--- config.mk ---
export PLATFORM = sky130hd
export DESIGN_NAME = base64_stream_codec_core_flat
export DESIGN_NICKNAME = d
export VERILOG_FILES = /design/src/rtl/b64_pkg.sv /design/src/rtl/b64_in_if.sv /design/src/rtl/b64_out_if.sv /design/src/rtl/base64_stream_codec_core.sv /design/src/rtl/b64_step.sv /design/src/flat_wrapper.sv
export SDC_FILE = /design/constraint.sdc
export NUM_CORES = 1
export LEC_CHECK = 0
export BUFFER_PORTS_ARGS = -buffer_cell sky130_fd_sc_hd__buf_2
export CAP_MARGIN = 20
export CORE_AREA = 2 2 144 146
export DETAILED_ROUTE_END_ITERATION = 6
export DIE_AREA = 0 0 146 148
export GPL_TIMING_DRIVEN = 0
export PLACE_DENSITY = 0.54
export SYNTH_ARGS = -nofsm -noshare
export SYNTH_HDL_FRONTEND = slang
export SYNTH_SLANG_ARGS = --single-unit
export TNS_END_PERCENT = 100
--- constraint.sdc ---
create_clock -name clk -period 4.9 [get_ports clk]
set_input_delay 0.245 -clock clk [delete_from_list [all_inputs] [get_ports clk]]
set_output_delay 0.245 -clock clk [all_outputs]
set_load 0.005 [all_outputs]
--- src/rtl/b64_pkg.sv ---
`timescale 1ns / 1ps
// ----------------------------------------------------------------------------
// b64_pkg: shared types and helpers for the base64 stream codec
// Alphabet mapping, state and result records used by the core and step logic.
// ----------------------------------------------------------------------------
package b64_pkg;

	localparam int unsigned MaxResults = 4;
	localparam int unsigned CountWidth = 3;

	localparam logic DirEncode = 1'b0;
	localparam logic DirDecode = 1'b1;

	localparam logic [7:0] PadChar = 8'h3D;  // '='

	// Codec state carried between items
	typedef struct packed {
		logic [23:0] group_bits;
		logic [1:0]  group_fill;
		logic        failed;
	} b64_state_t;

	// One result item
	typedef struct packed {
		logic [7:0] out_byte;
		logic       end_of_message;
		logic       bad_code;
	} b64_result_t;

	// Map a sextet to its alphabet character
	function automatic logic [7:0] b64_encode_char(input logic [5:0] v);
		logic [7:0] w;
		begin
			w = {2'b00, v};
			if (v < 6'd26) begin
				b64_encode_char = 8'h41 + w;
			end else if (v < 6'd52) begin
				b64_encode_char = 8'h61 + w - 8'd26;
			end else if (v < 6'd62) begin
				b64_encode_char = 8'h30 + w - 8'd52;
			end else if (v == 6'd62) begin
				b64_encode_char = 8'h2B;
			end else begin
				b64_encode_char = 8'h2F;
			end
		end
	endfunction

	// Map a character to {valid, sextet}; pad counts as zero
	function automatic logic [6:0] b64_decode_char(input logic [7:0] c);
		logic [7:0] t;
		begin
			t = 8'h00;
			if (c >= 8'h41 && c <= 8'h5A) begin
				t = c - 8'h41;
				b64_decode_char = {1'b1, t[5:0]};
			end else if (c >= 8'h61 && c <= 8'h7A) begin
				t = c - 8'h61 + 8'd26;
				b64_decode_char = {1'b1, t[5:0]};
			end else if (c >= 8'h30 && c <= 8'h39) begin
				t = c - 8'h30 + 8'd52;
				b64_decode_char = {1'b1, t[5:0]};
			end else if (c == 8'h2B) begin
				b64_decode_char = {1'b1, 6'd62};
			end else if (c == 8'h2F) begin
				b64_decode_char = {1'b1, 6'd63};
			end else if (c == PadChar) begin
				b64_decode_char = {1'b1, 6'd0};
			end else begin
				b64_decode_char = {1'b0, t[5:0]};
			end
		end
	endfunction

endpackage

--- src/rtl/b64_in_if.sv ---
`timescale 1ns / 1ps
// ----------------------------------------------------------------------------
// b64_in_if: input item channel
// Valid/ready handshake carrying one byte or character and an end marker.
// ----------------------------------------------------------------------------
interface b64_in_if;
	logic       valid;
	logic       ready;
	logic [7:0] data_byte;
	logic       last_item;

	modport source (output valid, output data_byte, output last_item, input ready);
	modport sink (input valid, input data_byte, input last_item, output ready);
endinterface

--- src/rtl/b64_out_if.sv ---
`timescale 1ns / 1ps
// ----------------------------------------------------------------------------
// b64_out_if: result item channel
// Valid/ready handshake carrying one output byte with end and error flags.
// ----------------------------------------------------------------------------
interface b64_out_if;
	logic       valid;
	logic       ready;
	logic [7:0] out_byte;
	logic       end_of_message;
	logic       bad_code;

	modport source (output valid, output out_byte, output end_of_message,
		output bad_code, input ready);
	modport sink (input valid, input out_byte, input end_of_message,
		input bad_code, output ready);
endinterface

--- src/rtl/base64_stream_codec_core.sv ---
`timescale 1ns / 1ps
// ----------------------------------------------------------------------------
// base64_stream_codec_core: streaming base64 encoder / decoder
// Standard alphabet with pad; direction register selects encode or decode.
// ----------------------------------------------------------------------------
// Usage:
//   items   - input channel: data_byte (raw byte or character), last_item.
//   results - output channel: out_byte, end_of_message, bad_code.
//   direction_we / direction_wdata - write the mode (0 encode, 1 decode);
//     a write also clears the gathered group. Write only while idle.
// Timing:
//   An accepted item is registered, then processed combinationally into a
//   four-entry result buffer; its first result is valid once the buffer
//   has loaded it. The buffer sends one result per cycle while results.ready
//   is high and takes the next item only as its last result leaves.
//   With no results pending, items are taken back to back.
//   A new item is taken while earlier results are still waiting.
// Reset: arst_n clears the mode to encode, the group state and all queues.
// Stall: when results.ready is low the buffer holds; one more item waits in
//   the input register, then items.ready drops until the buffer drains.
// ----------------------------------------------------------------------------
module base64_stream_codec_core (
	input  logic       clk,
	input  logic       arst_n,
	input  logic       direction_we,
	input  logic       direction_wdata,
	b64_in_if.sink     items,
	b64_out_if.source  results
);
	import b64_pkg::*;

	logic                  direction_q;
	b64_state_t            state_q;
	logic                  valid_s1;
	logic [7:0]            data_s1;
	logic                  last_s1;
	logic [CountWidth-1:0] rem_q;
	b64_result_t           res_q [MaxResults];

	b64_state_t            state_nxt;
	logic [CountWidth-1:0] step_count;
	b64_result_t           step_res [MaxResults];
	logic                  out_pop;
	logic                  buf_free;
	logic                  take;

	assign out_pop  = results.valid && results.ready;
	assign buf_free = (rem_q == '0) || (rem_q == CountWidth'(1) && results.ready);
	assign take     = valid_s1 && buf_free;
	assign items.ready = !valid_s1 || take;

	b64_step u_step (
		.direction (direction_q),
		.state_cur (state_q),
		.data_byte (data_s1),
		.last_item (last_s1),
		.state_nxt (state_nxt),
		.res_count (step_count),
		.res       (step_res)
	);

	// Mode register and codec state
	always_ff @(posedge clk or negedge arst_n) begin
		if (!arst_n) begin
			direction_q <= DirEncode;
			state_q     <= '0;
		end else if (direction_we) begin
			direction_q <= direction_wdata;
			state_q     <= '0;
		end else if (take) begin
			state_q <= state_nxt;
		end
	end

	// Input register: hold an item until the buffer can take its results
	always_ff @(posedge clk or negedge arst_n) begin
		if (!arst_n) begin
			valid_s1 <= 1'b0;
		end else if (items.ready) begin
			valid_s1 <= items.valid;
		end
	end

	always_ff @(posedge clk) begin
		if (items.valid && items.ready) begin
			data_s1 <= items.data_byte;
			last_s1 <= items.last_item;
		end
	end

	// Result count: load on take, count down on each sent result
	always_ff @(posedge clk or negedge arst_n) begin
		if (!arst_n) begin
			rem_q <= '0;
		end else if (take) begin
			rem_q <= step_count;
		end else if (out_pop) begin
			rem_q <= rem_q - CountWidth'(1);
		end
	end

	// Result buffer: load all entries, shift toward the head on each send
	always_ff @(posedge clk) begin
		if (take) begin
			for (int i = 0; i < MaxResults; i++) begin
				res_q[i] <= step_res[i];
			end
		end else if (out_pop) begin
			for (int i = 0; i < MaxResults - 1; i++) begin
				res_q[i] <= res_q[i + 1];
			end
		end
	end

	assign results.valid          = (rem_q != '0);
	assign results.out_byte       = res_q[0].out_byte;
	assign results.end_of_message = res_q[0].end_of_message;
	assign results.bad_code       = res_q[0].bad_code;

	// Buffer never holds more than one item's results
	a_rem_bound: assert property (@(posedge clk) disable iff (!arst_n)
		rem_q <= CountWidth'(MaxResults))
		else $error("result count above buffer depth");

	// Error flag is a decode-only condition
	a_enc_no_fail: assert property (@(posedge clk) disable iff (!arst_n)
		(direction_q == DirEncode) |-> !state_q.failed)
		else $error("failed flag set in encode mode");

	// An error result carries a zero byte
	a_bad_zero: assert property (@(posedge clk) disable iff (!arst_n)
		(results.valid && results.bad_code) |-> (results.out_byte == 8'h00))
		else $error("error result with nonzero byte");

	// When the final result leaves, the group has already been cleared
	a_eom_clear: assert property (@(posedge clk) disable iff (!arst_n)
		(out_pop && results.end_of_message) |->
			(state_q.group_fill == 2'd0 && !state_q.failed))
		else $error("group state not cleared at end of message");

	// A processed item only replaces the buffer once it has drained
	a_take_free: assert property (@(posedge clk) disable iff (!arst_n)
		(take && rem_q != '0) |-> (rem_q == CountWidth'(1) && out_pop))
		else $error("buffer overwritten with results pending");
endmodule

--- src/rtl/b64_step.sv ---
`timescale 1ns / 1ps
// ----------------------------------------------------------------------------
// b64_step: per-item codec logic
// Combines one item with the current state; gives next state and results.
// ----------------------------------------------------------------------------
module b64_step (
	input  logic                         direction,
	input  b64_pkg::b64_state_t          state_cur,
	input  logic [7:0]                   data_byte,
	input  logic                         last_item,
	output b64_pkg::b64_state_t          state_nxt,
	output logic [b64_pkg::CountWidth-1:0] res_count,
	output b64_pkg::b64_result_t         res [b64_pkg::MaxResults]
);
	import b64_pkg::*;

	logic [23:0] enc_gb;
	logic [23:0] enc_bits;
	logic [1:0]  enc_k;
	logic [6:0]  dec_v;
	logic [23:0] dec_gb;

	assign enc_gb = {state_cur.group_bits[15:0], data_byte};
	assign enc_k  = (state_cur.group_fill == 2'd3) ? 2'd3 : state_cur.group_fill + 2'd1;
	assign dec_v  = b64_decode_char(data_byte);
	assign dec_gb = {state_cur.group_bits[17:0], dec_v[5:0]};

	// Left-align a partial group for encoding
	always_comb begin
		unique case (enc_k)
			2'd1:    enc_bits = {enc_gb[7:0], 16'h0000};
			2'd2:    enc_bits = {enc_gb[15:0], 8'h00};
			default: enc_bits = enc_gb;
		endcase
	end

	// Next state and results
	always_comb begin
		state_nxt = state_cur;
		res_count = '0;
		for (int i = 0; i < MaxResults; i++) begin
			res[i] = '0;
		end

		if (direction == DirEncode) begin
			if (enc_k != 2'd3 && !last_item) begin
				// gather one more byte
				state_nxt.group_bits = enc_gb;
				state_nxt.group_fill = enc_k;
			end else begin
				// emit four characters, pad the tail
				for (int n = 0; n < MaxResults; n++) begin
					if (3'(n) <= {1'b0, enc_k}) begin
						res[n].out_byte = b64_encode_char(enc_bits[23 - 6*n -: 6]);
					end else begin
						res[n].out_byte = PadChar;
					end
					res[n].end_of_message = last_item && (n == MaxResults - 1);
				end
				res_count = CountWidth'(MaxResults);
				state_nxt.group_bits = '0;
				state_nxt.group_fill = '0;
				if (last_item) begin
					state_nxt.failed = 1'b0;
				end
			end
		end else begin
			if (state_cur.failed) begin
				// drop until the end of the message
				if (last_item) begin
					state_nxt = '0;
				end
			end else if (!dec_v[6]) begin
				// invalid character: one error result
				res[0].end_of_message = last_item;
				res[0].bad_code       = 1'b1;
				res_count             = CountWidth'(1);
				if (last_item) begin
					state_nxt = '0;
				end else begin
					state_nxt.failed = 1'b1;
				end
			end else if (state_cur.group_fill == 2'd3) begin
				// group complete: emit three bytes
				for (int n = 0; n < 3; n++) begin
					res[n].out_byte       = dec_gb[23 - 8*n -: 8];
					res[n].end_of_message = last_item && (n == 2);
				end
				res_count = CountWidth'(3);
				state_nxt = '0;
			end else if (last_item) begin
				// message ends inside a group
				res[0].end_of_message = 1'b1;
				res[0].bad_code       = 1'b1;
				res_count             = CountWidth'(1);
				state_nxt             = '0;
			end else begin
				state_nxt.group_bits = dec_gb;
				state_nxt.group_fill = state_cur.group_fill + 2'd1;
			end
		end
	end
endmodule
--- src/flat_wrapper.sv ---
// flat-port wrapper written by rule: the top's interface ports become plain ports
module base64_stream_codec_core_flat import b64_pkg::*;
  (clk, arst_n, direction_we, direction_wdata, items_valid, items_data_byte, items_last_item, items_ready, results_valid, results_out_byte, results_end_of_message, results_bad_code, results_ready);
  b64_in_if items_i ();
  b64_out_if results_i ();
  input  logic clk;
  input  logic arst_n;
  input  logic direction_we;
  input  logic direction_wdata;
  input wire logic [$bits(items_i.valid)-1:0] items_valid;
  input wire logic [$bits(items_i.data_byte)-1:0] items_data_byte;
  input wire logic [$bits(items_i.last_item)-1:0] items_last_item;
  output wire logic [$bits(items_i.ready)-1:0] items_ready;
  output wire logic [$bits(results_i.valid)-1:0] results_valid;
  output wire logic [$bits(results_i.out_byte)-1:0] results_out_byte;
  output wire logic [$bits(results_i.end_of_message)-1:0] results_end_of_message;
  output wire logic [$bits(results_i.bad_code)-1:0] results_bad_code;
  input wire logic [$bits(results_i.ready)-1:0] results_ready;
  assign items_i.valid = items_valid;
  assign items_i.data_byte = items_data_byte;
  assign items_i.last_item = items_last_item;
  assign items_ready = items_i.ready;
  assign results_valid = results_i.valid;
  assign results_out_byte = results_i.out_byte;
  assign results_end_of_message = results_i.end_of_message;
  assign results_bad_code = results_i.bad_code;
  assign results_i.ready = results_ready;
  base64_stream_codec_core u_core (.clk(clk), .arst_n(arst_n), .direction_we(direction_we), .direction_wdata(direction_wdata), .items(items_i), .results(results_i));
endmodule
==> summary.md <==
| Metric | Value |
|---|---|
| Status | finished clean |
| Starting Density | 0.303 |
| Share of layout cells above drive strength 1 | 0.147 |
| Required @ worst endpoint | roughly 5000 ps |
| Main synth FF type | edfxtp_1 |
| Skew final | ~8.7 ps |
| Overall Global Routing Usage | 0.183 |
| Drt wl/cell | 19.4 um |
| Clock slew at reported path FFs | approximately 60 ps |
| Commonest non-fill, non-tap cell in the layout | nand2_1 |
| Fmax achieved | about 0.23 GHz |
| Nets | about 780 |
| Chip Width | about 150 um |
| First-pass GRT wire length | roughly 31000 um |
| Layout Cells excl Fill | just over 1000 |
| Peak VDD IR | roughly 0.2 mV |
| Clk buf depth | 2 |
| Sequential area share after synthesis | 0.334 |
| CP Cell Sequence | inv_1 > ha_1 > buf_4 > buf_4 > nor3b_1 > a21oi_2 > inv_1 > ha_1 > nor4bb_1 > a311oi_1 > o21ai_2 > a311o_1 > a221o_1 |
| Final Hold Violating Endpoints | 0 |
| Vias in the first global route | 5351 |
| DRC | 0 |
| RSZ-0062 raised after global routing | false |
| Leak pwr | 2.77 nW |
| Crit-path max cell delay | between 500 and 600 ps |
| Diode count | 0 |
| Avg Cell Area, Syn | 8.77 um^2 |
| CTS root buffer | clkbuf_16 |
| Synthesized-area fraction occupied by adder cells | 0.0741 |
| DR iter-0 viols | approximately 480 |
| Reg-to-reg slack, setup | around 580 ps |
| Simple-gate share of the synthesized area | 0.201 |
| Post-DP HPWL | approximately 14000 um |
| CTS tree | built |
| Final setup TNS | 0 ps |
| Slowest cell on the critical path | a311oi_1 |
| FFs w/ async S/R, synth | 0.361 |
| Synthesis-stage register bit count | approximately 70 |
| Routed WL | about 20000 um |
| Net Count, Synth | around 740 |
| Yosys top cell area share | 0.227 |
| Max FO, Critical Path | 10 |
| Row count | 52 |
| Placed cell count | between 900 and 1000 |
| Final period util | 0.882 |
| EDFF count, synth | 46 |
| P per Cell Area | between 400 and 500 nW/um^2 |
| CP arrival | between 4000 and 5000 ps |
| Mapped Cells | 693 |
| Core Area | 20000 um^2 |
| Port buffer count | 26 |
| Fillcell total | around 2100 |
| Critical Path End Type | flip-flop |
| Hold Crit Class | input pin to flip-flop |
| GR Overflow Total | 0 |
| Mux cell area share after synthesis | 0.0154 |
| Final Slew Violations | 0 |
| Initial antenna violation count | 0 |
| Main combinational cell family by area after synthesis | compound AO/OA/AOI/OAI gates |
| Vias per inst | around 5.6 |
| RD Place Congestion | a little over 0.9 |
| Area of the die | approximately 22000 um^2 |
| Pin count of the biggest net entering global routing | 27 |
| Ys Warns | 0 |
| Resize count post-CTS | 0 |
| Unique cell type count in the Yosys netlist | 91 |
| Complex-gate fraction of the synthesized area | 0.284 |
| Area Overhead vs Synth | 13.2% |
| CP Class | flip-flop to flip-flop |
| Worst slew pin tran | 792 ps |
| Crit path time final | approximately 4300 ps |
| Synthesized cell area | around 6100 um^2 |
| Clock Latency Late Sink | ~350 ps |
| Max Cap Viol | 0 |
| Slew headroom | 0.472 |
| # IOs | 27 |
| Main area contributors after synthesis | edfxtp_1, dfrtp_1, ha_1 |
| CTS sink count | slightly above 70 |
| Vias after detailed routing | 5589 |
| Most frequent cells in the layout | nand2_1, a21oi_1, edfxtp_1 |
| Max H-tree Level | 3 |
| Post-DRT Antenna Nets | 0 |
| Yosys top cell by area | edfxtp_1 |
| Xor and xnor area share after synthesis | 0.0202 |
| Startpoint Class | flip-flop |
| Die Y | approximately 150 um |
| Setup violators final | 0 |
| Initial DRT Pass Iterations | 5 |
| TritonCTS buffer count | 9 |
[path summary, 6_finish.rpt]
path                       depth (start not counted)             endpoint                 from
min in group asynchronous                          2   u_core.state_q[20]               arst_n
hold / removal                                     1    u_core.data_s1[4]   items_data_byte[4]
hold reg to reg                                    2  u_core.res_q[0][21]  u_core.res_q[0][31]
setup / recovery                                  13  u_core.res_q[0][17]    u_core.state_q[2]
max in group asynchronous                          2   u_core.state_q[17]               arst_n
setup reg to reg                                  13  u_core.res_q[0][17]    u_core.state_q[2]
[stage by stage]
stage / total power [mW] / utilization / setup WS [ps] / hold WS, ps / cell area (um^2)
CTS: 3.37 / 0.343 / 625 / 59.1 / 6880
global route: 3.60 / 0.343 / 377 / 58.0 / 6880
global placement: 2.67 / 0.327 / 595 / 315 / 6550
finish: 3.37 / 0.343 / 581 / 65.8 / 6880
floorplan: 2.16 / - / 1520 / -50.6 / 6080
detailed placement: 2.70 / 0.328 / 638 / 320 / 6570
[sequential cells by signal, summed over array words and instances, names as in the netlist]
| name | cells |
|---|---|
| u_core.state_q | 21 |
| u_core.res_q | 37 |
| u_core.data_s1 | 8 |
| u_core.direction_q | 1 |
| u_core.last_s1 | 1 |
| u_core.rem_q | 3 |
| u_core.valid_s1 | 1 |
[cell usage after synthesis (all sizes together) (6+ instances only)]
| cell type | number |
|---|---|
| a211o | 8 |
| a21o | 12 |
| a21oi | 59 |
| a221o | 6 |
| a221oi | 8 |
| a22o | 8 |
| a22oi | 17 |
| a31oi | 8 |
| and2 | 12 |
| and3 | 8 |
| buf | 31 |
| clkbuf | 16 |
| dfrtp | 26 |
| edfxtp | 46 |
| ha | 36 |
| inv | 46 |
| mux2i | 6 |
| nand2 | 78 |
| nand2b | 12 |
| nand3 | 17 |
| nand4 | 7 |
| nor2 | 44 |
| nor2b | 10 |
| nor3 | 7 |
| nor4 | 10 |
| o211ai | 14 |
| o21ai | 38 |
| o221ai | 7 |
| o31ai | 6 |
| xnor2 | 12 |
[layer usage]
metal  global-route usage  routed length (um)  up-vias
met4               0.0481                 306        0
met3               0.0306                 899       20
met5                    0                   0        -
met2                0.301                9280      185
met1                0.250                9050     2724
li1                     -                   -     2660
[report_power, final]
| group | total, mW | leakage [nW] | switching [mW] | internal [mW] |
|---|---|---|---|---|
| combinational | 1.65 | 1.82 | 1.05 | 0.596 |
| clock | 0.663 | 0.139 | 0.269 | 0.394 |
| sequential | 1.06 | 0.809 | 0.118 | 0.943 |
| total | 3.37 | 2.77 | 1.44 | 1.93 |
[repair_timing]
action                    4_1_cts  5_1_grt
hold endpoints to repair       26        0
buffers inserted                0        0
hold buffers                    1        0
[critical path, delay by kind of cell (launching register included)]
family | cells | cell delay [ps]
AOI/OAI and AO/OA | 5 | 1770
DFF | 1 | 520
buffers and inverters | 4 | 960
and+or+nand+nor | 2 | 230
adders and majority gates | 2 | 590
[logic make-up (layout without fill, tap and decap cells)]
| logic type | after synthesis | after routing |
|---|---|---|
| AO/OA/AOI/OAI | 236 | 236 |
| AND/OR/NAND/NOR | 233 | 233 |
| multiplexers | 9 | 9 |
| flip-flops | 72 | 72 |
| buffers and inverters | 93 | 137 |
| adder cells (fa/ha/maj) | 36 | 36 |
| XOR/XNOR | 14 | 14 |
[cell type report]
class / instances / area (um^2) / area share
buffer: 47 / 260 / 0.0378
clock buffer: 9 / 225 / 0.0327
clock inverter: 7 / 71.3 / 0.0104
inverter: 46 / 173 / 0.0251
multi-input combinational: 528 / 3610 / 0.525
sequential: 72 / 2030 / 0.295
tap: 270 / 338 / 0.0491
timing repair buffer: 28 / 168 / 0.0244
Power figures use the tool's default switching activity.
